--- src/rtl/core/awpw_pkg.sv ---
// Shared types, constants and defaults for the address window pixel writer.
package awpw_pkg;

    localparam int DEF_SCREEN_COLS = 128;
    localparam int DEF_SCREEN_ROWS = 128;
    localparam int DEF_ROW_PITCH   = 128;
    localparam int DEF_PAGE_ROWS   = 128;

    localparam int COORD_W     = 7;   // on-screen row/col, screen is at most 128 wide/high
    localparam int ADDR_W      = 15;
    localparam int PIX_W       = 16;
    localparam int QUEUE_DEPTH = 2;
    localparam int QPTR_W      = $clog2(QUEUE_DEPTH);
    localparam int QCNT_W      = $clog2(QUEUE_DEPTH + 1);

    typedef enum logic [1:0] {
        FUNC_WINDOW = 2'd0,
        FUNC_PIXEL  = 2'd1,
        FUNC_FLIP   = 2'd2
    } t_func;

    // One command from the cursor front end to the write back end.
    typedef struct packed {
        logic               we;
        logic               page;
        logic [COORD_W-1:0] row;
        logic [COORD_W-1:0] col;
        logic [PIX_W-1:0]   pixel;
    } t_cmd;

endpackage

--- src/rtl/core/awpw_front.sv ---
// Front end: window and cursor state, classifies each beat into a write command.
module awpw_front import awpw_pkg::*; #(
    parameter int SCREEN_COLS = DEF_SCREEN_COLS,
    parameter int SCREEN_ROWS = DEF_SCREEN_ROWS
) (
    input  logic               i_clk,
    input  logic               i_rst_n,
    input  logic               i_accept,
    input  logic [1:0]         i_func,
    input  logic signed [15:0] i_x,
    input  logic signed [15:0] i_y,
    input  logic signed [15:0] i_w,
    input  logic signed [15:0] i_h,
    input  logic [PIX_W-1:0]   i_pixel,
    input  logic               i_swap,
    output t_cmd               o_cmd
);

    localparam logic signed [15:0] COLS_LIM = 16'(SCREEN_COLS);
    localparam logic signed [15:0] ROWS_LIM = 16'(SCREEN_ROWS);
    localparam logic signed [15:0] ROW_MAX  = 16'sh7FFF;

    logic signed [15:0] r_left, n_left;
    logic signed [15:0] r_right, n_right;
    logic signed [15:0] r_col, n_col;
    logic signed [15:0] r_row, n_row;
    logic               r_page, n_page;

    logic signed [16:0] right_sum;
    logic               on_screen;
    logic [PIX_W-1:0]   pix_ordered;

    assign right_sum   = {i_x[15], i_x} + {i_w[15], i_w} - 17'sd1;
    assign on_screen   = !r_col[15] && (r_col < COLS_LIM) && !r_row[15] && (r_row < ROWS_LIM);
    assign pix_ordered = i_swap ? i_pixel : {i_pixel[7:0], i_pixel[15:8]};

    always_comb begin
        n_left  = r_left;
        n_right = r_right;
        n_col   = r_col;
        n_row   = r_row;
        n_page  = r_page;
        o_cmd   = '0;
        case (i_func)
            FUNC_WINDOW: begin
                if (i_w > 16'sd0 && i_h > 16'sd0) begin
                    n_left  = i_x;
                    // right edge saturates at the top of the signed range
                    n_right = (!right_sum[16] && right_sum[15]) ? ROW_MAX : right_sum[15:0];
                    n_col   = i_x;
                    n_row   = i_y;
                end
            end
            FUNC_PIXEL: begin
                if (on_screen) begin
                    o_cmd.we    = 1'b1;
                    o_cmd.page  = r_page;
                    o_cmd.row   = r_row[COORD_W-1:0];
                    o_cmd.col   = r_col[COORD_W-1:0];
                    o_cmd.pixel = pix_ordered;
                end
                if (r_col >= r_right) begin
                    n_col = r_left;
                    if (r_row != ROW_MAX) begin
                        n_row = r_row + 16'sd1;
                    end
                end else begin
                    n_col = r_col + 16'sd1;
                end
            end
            FUNC_FLIP: begin
                n_page = !r_page;
            end
            default: begin
            end
        endcase
    end

    always_ff @(posedge i_clk) begin
        if (!i_rst_n) begin
            r_left  <= '0;
            r_right <= -16'sd1;
            r_col   <= '0;
            r_row   <= '0;
            r_page  <= 1'b0;
        end else if (i_accept) begin
            r_left  <= n_left;
            r_right <= n_right;
            r_col   <= n_col;
            r_row   <= n_row;
            r_page  <= n_page;
        end
    end

endmodule

--- src/rtl/core/awpw_queue.sv ---
// Short command queue that decouples the front end from the back end.
module awpw_queue import awpw_pkg::*; (
    input  logic i_clk,
    input  logic i_rst_n,
    input  logic i_push,
    input  t_cmd i_cmd,
    output logic o_full,
    output logic o_valid,
    input  logic i_pop,
    output t_cmd o_cmd
);

    t_cmd              r_mem [QUEUE_DEPTH];
    logic [QPTR_W-1:0] r_wptr;
    logic [QPTR_W-1:0] r_rptr;
    logic [QCNT_W-1:0] r_count;

    logic do_push;
    logic do_pop;

    assign o_full  = (r_count == QCNT_W'(QUEUE_DEPTH));
    assign o_valid = (r_count != '0);
    assign o_cmd   = r_mem[r_rptr];
    assign do_push = i_push && !o_full;
    assign do_pop  = i_pop && o_valid;

    always_ff @(posedge i_clk) begin
        if (do_push) begin
            r_mem[r_wptr] <= i_cmd;
        end
    end

    always_ff @(posedge i_clk) begin
        if (!i_rst_n) begin
            r_wptr  <= '0;
            r_rptr  <= '0;
            r_count <= '0;
        end else begin
            if (do_push) begin
                r_wptr <= r_wptr + QPTR_W'(1);
            end
            if (do_pop) begin
                r_rptr <= r_rptr + QPTR_W'(1);
            end
            if (do_push && !do_pop) begin
                r_count <= r_count + QCNT_W'(1);
            end else if (do_pop && !do_push) begin
                r_count <= r_count - QCNT_W'(1);
            end
        end
    end

endmodule

--- src/rtl/core/awpw_back.sv ---
// Back end: forms the frame memory address and BGR555 color, holds the result beat.
module awpw_back import awpw_pkg::*; #(
    parameter int ROW_PITCH = DEF_ROW_PITCH,
    parameter int PAGE_ROWS = DEF_PAGE_ROWS
) (
    input  logic              i_clk,
    input  logic              i_rst_n,
    input  logic              i_valid,
    input  t_cmd              i_cmd,
    output logic              o_ready,
    input  logic              i_pop,
    output logic              o_empty,
    output logic              o_write_enable,
    output logic [ADDR_W-1:0] o_address,
    output logic [PIX_W-1:0]  o_color_out
);

    localparam int                PAGE_SIZE = PAGE_ROWS * ROW_PITCH;
    localparam logic [ADDR_W-1:0] PAGE_OFS  = ADDR_W'(PAGE_SIZE % (2 ** ADDR_W));
    localparam logic [ADDR_W-1:0] PITCH     = ADDR_W'(ROW_PITCH);

    logic              r_valid;
    logic              r_we;
    logic [ADDR_W-1:0] r_addr;
    logic [PIX_W-1:0]  r_color;

    logic [ADDR_W-1:0] row_ofs;
    logic [ADDR_W-1:0] n_addr;
    logic [PIX_W-1:0]  n_color;
    logic              take;

    assign row_ofs = ADDR_W'(i_cmd.row) * PITCH;
    assign n_addr  = row_ofs + ADDR_W'(i_cmd.col) + (i_cmd.page ? PAGE_OFS : '0);
    assign n_color = {1'b1, i_cmd.pixel[4:0], i_cmd.pixel[10:6], i_cmd.pixel[15:11]};

    assign o_ready = !r_valid || i_pop;
    assign take    = i_valid && o_ready;

    assign o_empty        = !r_valid;
    assign o_write_enable = r_we;
    assign o_address      = r_addr;
    assign o_color_out    = r_color;

    always_ff @(posedge i_clk) begin
        if (take) begin
            r_we    <= i_cmd.we;
            r_addr  <= i_cmd.we ? n_addr : '0;
            r_color <= i_cmd.we ? n_color : '0;
        end
    end

    always_ff @(posedge i_clk) begin
        if (!i_rst_n) begin
            r_valid <= 1'b0;
        end else if (take) begin
            r_valid <= 1'b1;
        end else if (i_pop) begin
            r_valid <= 1'b0;
        end
    end

endmodule

--- src/rtl/core/address_window_pixel_writer.sv ---
// Top level of the address window pixel writer: front end, command queue, back end.
//
// Every accepted input beat yields exactly one result beat, in order. A set-window beat
// (func 0) loads the window left/right edges and parks the cursor at x,y; it is dropped
// when w or h is not positive, and the right edge x+w-1 saturates at 32767. A pixel beat
// (func 1) byte-swaps the RGB565 value when swap is 0, converts it to BGR555 with bit 15
// set and reports a write at page*PAGE_ROWS*ROW_PITCH + row*ROW_PITCH + col (mod 2^15)
// when the cursor is on screen; the cursor then steps right, wrapping to the left edge
// of the next row once it reaches the right edge, and the row saturates at 32767. A flip
// beat (func 2) toggles the draw page; func 3 does nothing. Any beat without a write
// returns write_enable, address and color_out all zero. Throughput is one beat per
// clock while neither side stalls: the cursor update is a combinational compare and
// increment in the front end, and the back end does one constant multiply and add per
// beat. With nothing queued, a result is written into the two-entry queue first and
// then loaded into the output register, where it shows on the output ports and can be
// popped. Both sides may stall freely; full rises only once the queue holds two
// commands the back end could not pass on.
module address_window_pixel_writer import awpw_pkg::*; #(
    parameter int SCREEN_COLS = DEF_SCREEN_COLS,
    parameter int SCREEN_ROWS = DEF_SCREEN_ROWS,
    parameter int ROW_PITCH   = DEF_ROW_PITCH,
    parameter int PAGE_ROWS   = DEF_PAGE_ROWS
) (
    input  logic               i_clk,
    input  logic               i_rst_n,
    // input beat side
    input  logic               push,
    output logic               full,
    input  logic [1:0]         i_func,
    input  logic signed [15:0] i_x,
    input  logic signed [15:0] i_y,
    input  logic signed [15:0] i_w,
    input  logic signed [15:0] i_h,
    input  logic [PIX_W-1:0]   i_pixel,
    input  logic               i_swap,
    // result beat side
    output logic               empty,
    input  logic               pop,
    output logic               o_write_enable,
    output logic [ADDR_W-1:0]  o_address,
    output logic [PIX_W-1:0]   o_color_out
);

    t_cmd front_cmd;
    t_cmd q_cmd;
    logic accept;
    logic q_valid;
    logic back_ready;

    // a beat is taken whenever the queue has room
    assign accept = push && !full;

    awpw_front #(
        .SCREEN_COLS(SCREEN_COLS),
        .SCREEN_ROWS(SCREEN_ROWS)
    ) u_front (
        .i_clk   (i_clk),
        .i_rst_n (i_rst_n),
        .i_accept(accept),
        .i_func  (i_func),
        .i_x     (i_x),
        .i_y     (i_y),
        .i_w     (i_w),
        .i_h     (i_h),
        .i_pixel (i_pixel),
        .i_swap  (i_swap),
        .o_cmd   (front_cmd)
    );

    awpw_queue u_queue (
        .i_clk  (i_clk),
        .i_rst_n(i_rst_n),
        .i_push (push),
        .i_cmd  (front_cmd),
        .o_full (full),
        .o_valid(q_valid),
        .i_pop  (back_ready),
        .o_cmd  (q_cmd)
    );

    // back end pulls from the queue whenever its output register frees up
    awpw_back #(
        .ROW_PITCH(ROW_PITCH),
        .PAGE_ROWS(PAGE_ROWS)
    ) u_back (
        .i_clk         (i_clk),
        .i_rst_n       (i_rst_n),
        .i_valid       (q_valid),
        .i_cmd         (q_cmd),
        .o_ready       (back_ready),
        .i_pop         (pop),
        .o_empty       (empty),
        .o_write_enable(o_write_enable),
        .o_address     (o_address),
        .o_color_out   (o_color_out)
    );

`ifndef SYNTHESIS
    a_nowrite_zero: assert property (@(posedge i_clk) disable iff (!i_rst_n)
        (!empty && !o_write_enable) |-> (o_address == '0 && o_color_out == '0))
        else $error("result without write carries nonzero payload");

    a_color_flag: assert property (@(posedge i_clk) disable iff (!i_rst_n)
        (!empty && o_write_enable) |-> o_color_out[15])
        else $error("written color lacks bit 15");

    a_full_holds: assert property (@(posedge i_clk) disable iff (!i_rst_n)
        (full && !back_ready) |=> full)
        else $error("queue lost an entry while the back end stalled");

    a_back_moves: assert property (@(posedge i_clk) disable iff (!i_rst_n)
        (q_valid && back_ready) |=> !empty)
        else $error("command handed to back end produced no result");
`endif

endmodule
--- config.mk ---
export PLATFORM = sky130hd
export DESIGN_NAME = address_window_pixel_writer
export DESIGN_NICKNAME = d
export VERILOG_FILES = /design/src/rtl/core/awpw_pkg.sv /design/src/rtl/core/awpw_front.sv /design/src/rtl/core/awpw_queue.sv /design/src/rtl/core/awpw_back.sv /design/src/rtl/core/address_window_pixel_writer.sv
export SDC_FILE = /design/constraint.sdc
export NUM_CORES = 1
export LEC_CHECK = 0
export ABC_CLOCK_PERIOD_IN_PS = 4800
export BUFFER_PORTS_ARGS = -buffer_cell sky130_fd_sc_hd__buf_2
export CORE_MARGIN = 2
export CORE_UTILIZATION = 40
export DETAILED_ROUTE_END_ITERATION = 12
export PLACE_DENSITY_LB_ADDON = 0.3
export SYNTH_ARGS = -nofsm -noshare
export SYNTH_HDL_FRONTEND = slang
export SYNTH_SLANG_ARGS = --single-unit
--- constraint.sdc ---
create_clock -name i_clk -period 4.8 [get_ports i_clk]
set_clock_uncertainty 0.15 [all_clocks]
set_input_delay 0.24 -clock i_clk [delete_from_list [all_inputs] [get_ports i_clk]]
set_output_delay 0.24 -clock i_clk [all_outputs]
set_load 0.01 [all_outputs]
Yosys cells after proc, flatten, opt, wreduce, memory -nomap -nowiden
Memory sizes are Yosys's and may differ from the RTL's. A register that Yosys moved wholly into a read port is not among the register bits. Index checks and enable logic that the tools add are counted. Widths: inputs -> output; s select.

$add $sub $neg: 10. Order comparisons: 5. Equality and inequality tests: 7. Mux-type cells: 21. Reduce and logical (&&, ||, !) cells: 27.

Operators with widths (count): $mux 16 (8); $mux 32 (2); $pmux 16 s2 (2); $add 16x2->16 const B (2); $gt 16x1->1 const B (2); $lt 16x9->1 const B (2); $add 16x16->17 (1); $sub 17x1->17 const B (1); $ge 16x16->1 (1); $ne 16x16->1 const B (1); $add 14x7->15 (1); $add 15x15->15 (1); $mux 15 (1); $logic_and 1x1->1 (9); $logic_not 1->1 (8); $reduce_bool 2->1 (4); $mux 1 (6); $ne 2x1->1 const B (3); $reduce_and 3->1 (2); $reduce_and 5->1 (1); $eq 2x2->1 const B (2); $mux 2 (2); $add 1x1->1 const B (2); $add 2x1->2 const B (1); other kinds (5) (5).

Register bits: 102. RAM bits: 64. Input bits: 87. Output and inout bits: 34. Logic and storage cells: 84. Memories: 1.

Memory list: u_queue.r_mem (depth 2, bits a word 32, rd ports 1, clocked after Yosys merged registers in 1, write ports 1, RTL line awpw_queue.sv:13) `t_cmd r_mem [QUEUE_DEPTH];`.

Depth between registers and ports, before layout
Depth after elaboration: 7. Mapped depth: 13. Depth with buffers taken out: 12.

Cells and area by module
A second synthesis with hierarchy kept.

Cells, all modules: 906. Area total of the unflattened synthesis: 9011.1 um^2.

By module, submodules not included: awpw_front (instances 1, cells an instance 709, area each 5253.8 um^2, sequential area each 1301.2 um^2); awpw_queue (instances 1, cells an instance 125, area each 2538.7 um^2, sequential area each 2021.9 um^2); awpw_back (instances 1, cells an instance 71, area each 1204.9 um^2, sequential area each 950.9 um^2); address_window_pixel_writer (instances 1, cells an instance 1, area each 13.8 um^2, sequential area each 0.0 um^2).

Worst setup path after synthesis
OpenSTA, ideal clock, no wires.

Kind: in2reg. From: input i_x[1]. To: register u_front.r_right[10]. Library setup time: 137 ps. Arrival: 2811 ps. Data required time: 4513 ps. Slack: 1703 ps. Cell stages on the path: 13. Buffers on the path: 1. Cell sequence: inv_1 ha_1 inv_1 ha_1 fa_1 a211oi_1 o21ai_0 a211oi_1 or2_2 o311ai_0 a211oi_1 buf_2 a31oi_1.

Word-level cells in the longest chain between the ends: 5.

Ends and longest elaborated chain: start, declared (RTL line address_window_pixel_writer.sv:30) `input logic signed [15:0] i_x,`; $add 16x16->17 (*) (RTL line awpw_front.sv:33) `assign right_sum = {i_x[15], i_x} + {i_w[15], i_w} - 17'sd1;`; $sub 17x1->17 (*) (RTL line awpw_front.sv:33); $logic_not 1->1 (RTL line awpw_front.sv:49) `n_right = (!right_sum[16] && right_sum[15]) ? ROW_MAX : right_sum[15:0];`; $logic_and 1x1->1 (RTL line awpw_front.sv:49); $mux 16 (*) (RTL line awpw_front.sv:49); end signal, assigned (RTL line awpw_front.sv:82) `r_right <= -16'sd1;`; end signal, assigned (RTL line awpw_front.sv:88) `r_right <= n_right;`; end, declared (RTL line awpw_front.sv:24) `logic signed [15:0] r_right, n_right;`.

Mark *: on every way between the ends. The rest lies on a longest branch, timed or not. A chain may end at the register's enable or synchronous reset.

Final worst setup path
From: register u_front.r_col[7]. To: register u_front.r_row[6].

Word-level cells in the longest chain between the ends: 3.

Ends and longest elaborated chain: start, declared (RTL line awpw_front.sv:25) `logic signed [15:0] r_col, n_col;`; start signal, assigned (RTL line awpw_front.sv:89) `r_col <= n_col;`; $ge 16x16->1 (RTL line awpw_front.sv:62) `if (r_col >= r_right) begin`; $ne 2x1->1 (no source line); $reduce_and 5->1 (no source line); end signal, assigned (RTL line awpw_front.sv:90) `r_row <= n_row;`; end, declared (RTL line awpw_front.sv:26) `logic signed [15:0] r_row, n_row;`.

Every way passes these cells.

==> reports/results.txt <==
Critical Path Start Type: register
Finished Cell Area: 0.0104 mm²
largest net degree at the start of global routing: 48
vias per cell: 5.29
FILL cells: 2039
fmax: 304 MHz
clk sinks: 164
maximum VDD drop: 0.231 mV
CTS Hold Bufs: 16
H-tree levels: 4
Area contributors post-synth: edfxtp_1, dfxtp_1, ha_1
Synth async-reset ratio: 0%
setup repair bufs after CTS: 0
EDFF count, synth: 93
max-slew violations: 0
DRC Markers: 0
internal power: 2.89 mW
CTS tree: done
core footprint: 0.0217 mm²
worst path required time: 4.98 ns
RSZ-0062 raised after global routing: no
switch share: 31.2%
Post-synth top flop: edfxtp_1
# diodes: 0
register area: 0.00422 mm²
DP Area: 0.00967 mm²
antenna-violating nets left: 0
CTS root buffer: clkbuf_16
Synth Instances: 908
multi-input combinational cell area: 0.00407 mm²
worst slew pin tran: 1.05 ns
post_cts resized: 0
first-pass GRT wire length: 33700 µm
sequential share of power: 46.1%
max cap viols: 0
worst slew margin relative to its limit: 29.5%
clock power share: 31.5%
Yosys top cell area share: 31.8%
grt ovf: 0
via count: 7023
sw power: 1.31 mW
Power Dens Cells: 403 mW/mm²
Area Overhead vs Synth: 18.7%
Pwr Total: 4.20 mW
fraction of layout cells with a size suffix above 1: 16.9%
First-pass DRT Iterations: 5
clk buf depth: 2
setup TNS: 0 ns
CP endpoint kind: register
Net Count, Synth: 1046
crit path max fanout: 10
fin crit share: 68.6%
post-layout util: 48.1%
Buffers on Ports: 120
Starting Density: 40.5%
die width: 152 µm
chip height: 152 µm
Worst Path Arrival: 3.48 ns
HP Class: in -> reg
Iteration-0 DRC Markers: 462
die area: 0.0232 mm²
Seq/Total Area, Yosys: 48.0%
Mapped Avg Cell Area: 9.67 µm²
gp weighted congestion: 0.841
nets: 1173
Synth warnings: 0
power share of the combinational group: 22.4%
Post-Syn Area: 0.00878 mm²
antenna violations before repair: 0
Clock transition at path regs: 0.07 ns
endpoints failing hold: 0
Post-DP HPWL: 15200 µm
WS Path Type: reg -> reg
routed len/inst: 15.7 µm
Tmin final: 3.29 ns
dominant cell type by area after synthesis: edfxtp_1
num ports: 121
drt total wl: 20900 µm
Final setup viols: 0
vias in the first global route: 6674
Skew-Pair Late Insertion Delay: 0.43 ns
All-Layer GR Usage: 18.1%
static leakage: 4.48 nW
#FFs+latches synth: 164
CTS Buf Count: 17
unique cell type count in the Yosys netlist: 64
Site Rows: 54
outcome: complete, no violations
## metrics by stage
| step | setup slack (ns) | hold slack, ns | cells |
|---|---|---|---|
| global route | 1.23 | 0.0155 | 1328 |
| floorplan | 1.70 | 0.192 | 908 |
| finish | 1.51 | 0.0148 | 1328 |
| global placement | 1.56 | 0.293 | 1279 |
| CTS | 1.52 | 0.00149 | 1327 |
| detailed placement | 1.53 | 0.299 | 1279 |
## cells by family after synthesis
group	Yosys count	synth area share, %
AOI/OAI and AO/OA	175	13.1
xor gates and xnor gates	29	2.89
adders and majority gates	51	7.35
buffers and inverters	135	5.87
DFF	164	48.0
muxes	60	6.84
and+or+nand+nor	294	15.9
## area by class of cell
| class | count | share of cell area, % |
|---|---|---|
| multi-input combinational | 609 | 39.0 |
| clock buffer | 17 | 4.08 |
| inverter | 96 | 3.46 |
| clock inverter | 15 | 1.54 |
| sequential | 164 | 40.4 |
| tap | 280 | 3.36 |
| timing repair buffer | 147 | 8.11 |
## Yosys cell counts, drive strengths merged, types with 6 or more instances
library cell and number:
a211oi 10, a21boi 16, a21oi 45, a31oi 24
and2 17, and3 9, buf 9, clkbuf 30
dfxtp 71, edfxtp 93, ha 50, inv 96
mux2i 60, nand2 68, nand3 22, nand4 12
nor2 103, nor3 21, nor4 16, o21a 6
o21ai 20, o22ai 14, xnor2 19, xor2 10
## worst paths after layout
path / cells after the start / slack (ns) / startpoint / endpoint
max: 8 / 1.51 / u_front.r_col[7] / u_front.r_row[6]
min: 3 / 0.01 / i_y[9] / u_front.r_row[9]
max reg2reg: 8 / 1.51 / u_front.r_col[7] / u_front.r_row[6]
min reg2reg: 2 / 0.31 / u_front.r_left[13] / u_front.r_left[13]
## cell usage in the layout (no fill, tap or decap), drive strengths merged, types with 5 or more instances in the layout
cell,n
a211oi,10
a21boi,16
a21o,5
a21oi,45
a31oi,24
and2,17
and3,9
buf,130
clkbuf,17
clkinv,6
dfxtp,71
dlygate4sd3,17
edfxtp,93
ha,50
inv,104
mux2i,60
nand2,68
nand2b,5
nand3,22
nand4,12
nor2,103
nor3,21
nor4,16
o21a,6
o21ai,20
o22ai,14
xnor2,19
xor2,10
## flip-flops by register name (all words and copies together) (netlist names), 2 cells and up, named ones only
name                cells
u_back.o_address       15
u_back.o_color_out     16
u_front.r_col          16
u_front.r_left         16
u_front.r_right        16
u_front.r_row          16
u_queue.r_count         2
u_queue.r_mem          62
## layer usage
layer  vias to the layer above  global-route usage (%)  share of wire (%)
met5                         -                       0                  0
met4                         0                    5.92                1.7
li1                       3515                       -                  -
met3                        20                    4.01                5.9
met1                      3261                    24.5                 47
met2                       227                    28.8                 45
## worst max-delay path: stages, from the launching register on
cell,delay [ns]
dfxtp_1,0.52
ha_1,0.32
a21oi_1,0.14
o21ai_0,0.14
a2bb2oi_1,0.31
a31oi_1,0.27
nor4_2,0.92
a311oi_1,0.21
a211oi_1,0.23
## power groups by stage
stage	clock (mW)	combinational, mW	sequential [mW]
5_1_grt	1.41	1.05	1.97
6_report	1.32	0.943	1.93
2_1_floorplan	0	0.566	2.00
4_1_cts	1.34	0.959	1.94
3_3_place_gp	0	0.931	1.96
3_5_place_dp	0	0.945	1.97
No activity file was read; power rests on OpenSTA's default activity.
